### src/rtl/core/s2e_pkg.sv
`default_nettype none
// ----------------------------------------------------------------------------
// s2e_pkg
// Shared widths, constants and sideband types of the symmetric 2x2 eigen
// solver.
// ----------------------------------------------------------------------------
package s2e_pkg;

  localparam int unsigned DW      = 32;           // Q16.16 word width
  localparam int unsigned TINY_W  = 16;           // tiny limit register width
  localparam int unsigned WIDE_W  = DW + 3;       // differences against w1
  localparam int unsigned NORM_W  = 31;           // normalised vector magnitude
  localparam int unsigned VFRAC   = 30;           // Q2.30 fraction bits
  localparam int unsigned POS_W   = 6;            // leading-one position

  localparam logic [DW-1:0] Q30_ONE = 32'h4000_0000;
  localparam logic [DW-1:0] SAT_MAX = 32'h7FFF_FFFF;
  localparam logic [DW-1:0] SAT_MIN = 32'h8000_0000;

  // matrix entries and trace, carried alongside the first square root
  typedef struct packed {
    logic [DW-1:0] a;
    logic [DW-1:0] b;
    logic [DW-1:0] c;
    logic [DW:0]   s;
  } mat_t;

  // finished eigenvalues and saturation flag
  typedef struct packed {
    logic [DW-1:0] eig_larger;
    logic [DW-1:0] eig_smaller;
    logic          status;
  } eig_t;

  // normalised vector, carried alongside the second square root
  typedef struct packed {
    logic [NORM_W-1:0] xn;
    logic [NORM_W-1:0] yn;
    logic              sx;
    logic              sy;
    logic              have;
    eig_t              eig;
  } vec_t;

  // signs and flags, carried alongside the dividers
  typedef struct packed {
    logic sx;
    logic sy;
    logic have;
    eig_t eig;
  } sgn_t;

endpackage
`default_nettype wire

### src/rtl/core/s2e_isqrt_pipe.sv
`default_nettype none
// ----------------------------------------------------------------------------
// s2e_isqrt_pipe
// Pipelined floor square root, one root bit per register stage, with a
// sideband word that travels in step.
// ----------------------------------------------------------------------------
module s2e_isqrt_pipe import s2e_pkg::*; #(
  parameter int unsigned RAD_W  = 66,
  parameter int unsigned ROOT_W = 33,
  parameter int unsigned SIDE_W = 1
) (
  input  logic              clk_i,
  input  logic              rst_ni,
  input  logic              en_i,
  input  logic              vld_i,
  input  logic [RAD_W-1:0]  rad_i,
  input  logic [SIDE_W-1:0] side_i,
  output logic              vld_o,
  output logic [ROOT_W-1:0] root_o,
  output logic [SIDE_W-1:0] side_o
);

  localparam int unsigned TW = ((RAD_W > 2 * ROOT_W) ? RAD_W : 2 * ROOT_W) + 1;

  logic              vld_s  [ROOT_W+1];
  logic [RAD_W-1:0]  rem_s  [ROOT_W+1];
  logic [ROOT_W-1:0] root_s [ROOT_W+1];
  logic [SIDE_W-1:0] side_s [ROOT_W+1];

  assign vld_s[0]  = vld_i;
  assign rem_s[0]  = rad_i;
  assign root_s[0] = '0;
  assign side_s[0] = side_i;

  for (genvar j = 0; j < ROOT_W; j++) begin : g_stage
    localparam int unsigned K = ROOT_W - 1 - j;

    logic [TW-1:0]     trial;
    logic              fits;
    logic              vld_q;
    logic [RAD_W-1:0]  rem_q;
    logic [ROOT_W-1:0] root_q;
    logic [SIDE_W-1:0] side_q;

    // (2*root + 2^K) * 2^K, root bits at and below K still clear
    assign trial = (TW'(root_s[j]) << (K + 1)) + (TW'(1) << (2 * K));
    assign fits  = (trial <= TW'(rem_s[j]));

    always_ff @(posedge clk_i or negedge rst_ni) begin
      if (!rst_ni) begin
        vld_q <= 1'b0;
      end else if (en_i) begin
        vld_q <= vld_s[j];
      end
    end

    always_ff @(posedge clk_i) begin
      if (en_i) begin
        if (fits) begin
          rem_q  <= rem_s[j] - trial[RAD_W-1:0];
          root_q <= root_s[j] | (ROOT_W'(1) << K);
        end else begin
          rem_q  <= rem_s[j];
          root_q <= root_s[j];
        end
        side_q <= side_s[j];
      end
    end

    assign vld_s[j+1]  = vld_q;
    assign rem_s[j+1]  = rem_q;
    assign root_s[j+1] = root_q;
    assign side_s[j+1] = side_q;
  end

  assign vld_o  = vld_s[ROOT_W];
  assign root_o = root_s[ROOT_W];
  assign side_o = side_s[ROOT_W];

endmodule
`default_nettype wire

### config.mk
export PLATFORM = sky130hd
export DESIGN_NAME = s2e_isqrt_pipe
export DESIGN_NICKNAME = d
export VERILOG_FILES = /design/src/rtl/core/s2e_pkg.sv /design/src/rtl/core/s2e_isqrt_pipe.sv
export SDC_FILE = /design/constraint.sdc
export NUM_CORES = 2
export LEC_CHECK = 0
export BUFFER_PORTS_ARGS = -buffer_cell sky130_fd_sc_hd__buf_2
export CAP_MARGIN = 10
export CELL_PAD_IN_SITES_DETAIL_PLACEMENT = 1
export CELL_PAD_IN_SITES_GLOBAL_PLACEMENT = 1
export CORE_AREA = 4 4 578 580
export CTS_BUF_LIST = sky130_fd_sc_hd__clkbuf_8
export DETAILED_ROUTE_END_ITERATION = 8
export DIE_AREA = 0 0 582 584
export PLACE_DENSITY_LB_ADDON = 0.15
export SYNTH_ARGS = -nofsm -noshare
export SYNTH_HDL_FRONTEND = slang
export SYNTH_SLANG_ARGS = --single-unit
### constraint.sdc
create_clock -name clk_i -period 4.9 [get_ports clk_i]
set_input_delay 0.245 -clock clk_i [delete_from_list [all_inputs] [get_ports clk_i]]
set_output_delay 0.245 -clock clk_i [all_outputs]
set_load 0.05 [all_outputs]
==> impl.org <==
** Placement
- Total of buffers placed on input and output ports :: 105
- Post-detailed-placement half-perimeter wirelength :: roughly 290,000 microns
- Prior to clock tree synthesis, the placed netlist has a worst setup slack of roughly 0.37 ns.
- Final weighted congestion of routability-driven global placement :: just under 0.9

** Clock tree
- In this run, CTS created clock tree buffers numbering 471.
- Clock tree from TritonCTS :: yes
- Number of H-tree branching levels :: 5
- The tree is rooted in a sky130_fd_sc_hd__clkbuf_8.
- Clock transition at the registers of the reported paths :: approximately 0.06 ns
- Sink count of the clock tree :: ~2,700
- Post-CTS setup buffers :: 0
- Clock latency on the worst-skew pair :: roughly 1.1 ns
- The clock passes through at most 4 buffers.

** Die
- The initial utilization of the core area, before any placement, comes to roughly two fifths.
- Chip width :: 582 microns
- I/O pin total :: 106
- The total area inside the core boundary comes to between 300,000 and 400,000 sq um.
- Measured along the y axis, the die boundary spans 584 microns.
- Die outline area :: about 340,000 sq um
- In this run the core area contains between 200 and 250 standard-cell rows.

** Synth
- Largest family of logic cells by synthesized area :: simple AND/OR/NAND/NOR gates
- Counting flops with a built-in enable in the synthesized netlist gives about 2,700.
- Most used flip-flop cell after synthesis :: sky130_fd_sc_hd__edfxtp_1
- Complex-gate fraction of the synthesized area :: 9.48%
- Summing the areas of all xor and xnor instances in the mapped netlist gives under 10% of the synthesized area.
- Synthesis warning total :: 0
- The synthesized netlist devotes under 10% of its cell area to adder and majority cells.
- Area share of and/or/nand/nor cells after synthesis :: a little under an eighth
- Number of distinct library cells after synthesis :: slightly above 90
- For this run, the register share of the synthesized area comes to about 63%.
- Counting every instance in the synthesized netlist gives between 10,000 and 15,000.
- Net count after synthesis :: 11,000
- Per-instance average area after synthesis :: ~13 sq um
- Measured against the total synthesized area, the mux share comes to about 1.3%.
- Counting flops and latches in the post-synthesis netlist gives 2,739.
- Synth async-reset ratio :: approximately 1.2%
- Post-Syn Area :: about 130,000 sq um

** Routing
- Number of remaining DRC errors :: 0
- Number of iterations in the first detailed-routing pass :: 5
- After the first detailed-routing iteration, the DRC count stood at 6,758.
- Total number of vias :: approximately 87,000
- Once detail routing completed, the nets flagged for antenna violations numbered 0.
- Routed length per instance :: 24.6 microns
- Vias per Instance :: between 5 and 6
- Total wire length after detailed routing :: 387,000 microns

** Timing
- Dividing the final minimum period by the clock period gives 93.1%.
- Normalized max-slew margin :: between 20 and 25%
- Clock skew :: approximately 0.12 ns
- Number of endpoints failing setup at the final stage :: 0
- Sum of negative setup slack :: 0 ns
- Setup repair after global routing left no endpoint under its margin.
- Pin slew with the least headroom to its limit :: about 1.2 ns
- Final min period :: between 4 and 5 ns
- Least setup slack across all paths after layout :: between 0.3 and 0.4 ns
- The final count of hold timing violations came to 0.
- Static timing analysis puts the maximum clock frequency at approximately 220 MHz.
- The total count of max-transition violations in the final report came to 0.

** Pwr
- Worst supply voltage drop on vdd :: ~250 uV
- In this run the static leakage power is ~56 nW.
- Total power divided by cell area :: between 400 and 500 nW/um^2

** Worst setup path
- In this run the worst path has a maximum fanout of 50.
- Critical Path RT :: approximately 5.7 ns
- Endpoint of the worst register-to-register path :: g_stage[28].rem_q[20]$_DFFE_PP_
- For the worst setup path, the data arrival time is between 5 and 6 ns.
- Kind of end point of the critical path :: flop
- Startpoint of the lowest-slack register-to-register path :: g_stage[27].rem_q[37]$_DFFE_PP_
- Measured in cells, the most critical reg-to-reg path has a length of 9.
- Startpoint kind of the worst setup timing path :: flop
- Setup slack on the worst reg-to-reg path comes out at 0.34 ns.
- Critical path class :: flop to flop

** Cells and area
- Fill cells in the final layout number approximately 34,000.
- Layout cell share with drive strength beyond 1 :: under 10%
- Relative to the synthesized area, the layout overhead comes to 12.6%.
- For this run, the post-layout net count is 11,700.

** Global routing
- Global-route usage over all layers :: 22.2%
- The number of antenna violations at the first check in global routing came to 29.
- Number of global-route vias before repair :: 90,000
- Global-route wire length before repair :: 579,000 microns
- Overflow after GRT :: 0
- Entering global routing, the biggest net connects 180 pins.

** Run status
- Result of the run :: finished clean

** Hold path
- Min-delay worst type :: primary input to async pin

** Job
- Number of maximum-capacitance constraint violations :: 0
==> layout by cell type (no fill, tap or decap), types with 418 or more instances in the layout <==
cell                       instances
sky130_fd_sc_hd__ha_1            590
sky130_fd_sc_hd__nand2_1         586
sky130_fd_sc_hd__nor2_1          725
sky130_fd_sc_hd__edfxtp_1       2706
sky130_fd_sc_hd__xor2_1          454
sky130_fd_sc_hd__clkbuf_8        476
sky130_fd_sc_hd__inv_1           847
sky130_fd_sc_hd__a21oi_1         689
sky130_fd_sc_hd__o21ai_0         418
sky130_fd_sc_hd__xnor2_1         505
==> kinds of logic (layout without fill, tap and decap cells) <==
family | Yosys count | in the layout
buffers and inverters | 962 | 1955
xor gates and xnor gates | 959 | 959
and+or+nand+nor | 2993 | 2993
other | 0 | 2
AOI/OAI and AO/OA | 1989 | 1989
adders and majority gates | 590 | 590
muxes | 152 | 152
DFF | 2739 | 2739
==> cell type report <==
class / count / area [sq um] / area share (%)
Antenna cell: 2 / 5.00 / 0.00339
Inverter: 734 / 2760 / 1.86
Timing Repair Buffer: 370 / 3190 / 2.16
Clock buffer: 476 / 6550 / 4.43
Clock inverter: 375 / 2220 / 1.50
Sequential cell: 2739 / 82100 / 55.5
Tap cell: 4366 / 5460 / 3.70
Multi-Input combinational cell: 6683 / 45500 / 30.8
==> stage by stage <==
step | hold WS, ns | instance area (sq um) | power (mW) | cells | utilization, %
4_1_cts | 0.0635 | 148000 | 69.3 | 15700 | 44.9
3_5_place_dp | 0.353 | 138000 | 49.0 | 14800 | 41.8
3_3_place_gp | 0.339 | 138000 | 48.7 | 14800 | 41.8
6_report | 0.200 | 148000 | 68.5 | 15700 | 44.9
2_1_floorplan | -0.0506 | 131000 | 42.7 | 10400 | -
5_1_grt | 0.151 | 148000 | 72.4 | 15700 | 44.9
==> per-layer routing <==
layer | routed length (microns) | vias up | track usage, %
li1 | - | 40300 | -
met4 | 9120 | 6 | 5.48
met1 | 173000 | 43700 | 30.6
met5 | 35 | - | 0
met2 | 187000 | 1959 | 37.5
met3 | 17400 | 554 | 2.74
==> worst max-delay path, stage by stage (launching register included) <==
cell and delay, ns:
sky130_fd_sc_hd__edfxtp_1 0.39, sky130_fd_sc_hd__ha_1 0.42, sky130_fd_sc_hd__or4bb_1 0.54, sky130_fd_sc_hd__or2_2 0.35
sky130_fd_sc_hd__nor3_1 0.51, sky130_fd_sc_hd__nand4_1 0.47, sky130_fd_sc_hd__o21a_1 0.40, sky130_fd_sc_hd__o31ai_4 0.14
sky130_fd_sc_hd__buf_4 0.57, sky130_fd_sc_hd__mux2_2 0.43
==> synth_stat cells, drive strengths merged, types with 53 or more instances <==
library cell / n / area share (%)
xnor2: 505 / 3.4
xor2: 454 / 3.0
edfxtp: 2706 / 62
inv: 731 / 2.1
and3: 53 / 0.25
nor3: 276 / 1.1
a21o: 249 / 1.4
ha: 590 / 5.6
clkbuf: 196 / 0.56
a211oi: 55 / 0.32
a21oi: 690 / 2.6
nor2: 727 / 2.1
nor4: 379 / 1.8
nand3: 149 / 0.57
nand2b: 119 / 0.57
or3: 110 / 0.52
o21a: 102 / 0.58
or4: 59 / 0.34
nand2: 587 / 1.7
nor2b: 68 / 0.32
o21bai: 57 / 0.33
o21ai: 420 / 1.6
a31oi: 68 / 0.32
mux2: 147 / 1.3
nand4: 184 / 0.88
==> where the power goes <==
part,internal (mW),switching [mW],leakage (nW)
combinational,6.44,9.54,24.3
sequential,29.9,2.85,26.5
clock,10.1,9.76,4.97
==> worst max path at each step <==
stage / from / endpoint / slack (ns) / cells past startpoint
floorplan: g_stage[29].rem_q[35]$_DFFE_PP_ / g_stage[30].rem_q[46]$_DFFE_PP_ / 1.29 / 11
global placement: g_stage[19].rem_q[45]$_DFFE_PP_ / g_stage[20].rem_q[63]$_DFFE_PP_ / 0.32 / 11
detailed placement: g_stage[19].rem_q[45]$_DFFE_PP_ / g_stage[20].rem_q[57]$_DFFE_PP_ / 0.37 / 11
CTS: g_stage[19].rem_q[45]$_DFFE_PP_ / g_stage[20].rem_q[57]$_DFFE_PP_ / 0.27 / 11
global route: g_stage[27].rem_q[37]$_DFFE_PP_ / g_stage[28].rem_q[20]$_DFFE_PP_ / 0.02 / 9
finish: g_stage[27].rem_q[37]$_DFFE_PP_ / g_stage[28].rem_q[20]$_DFFE_PP_ / 0.34 / 9
==> flip-flops by register name, summed over array words and instances, names as in the netlist <==
register        flops
g_stage.side_q     32
vld_o               1
g_stage.root_q    528
g_stage.rem_q    2112
root_o             33
g_stage.vld_q      32
side_o              1
==> timing repair <==
action	in CTS	in global routing
endpoints found under the hold margin	716	0
hold buffers	141	0
gates resized for setup	0	1
setup endpoints to repair	0	1
No activity file was read; power rests on OpenSTA's default activity.
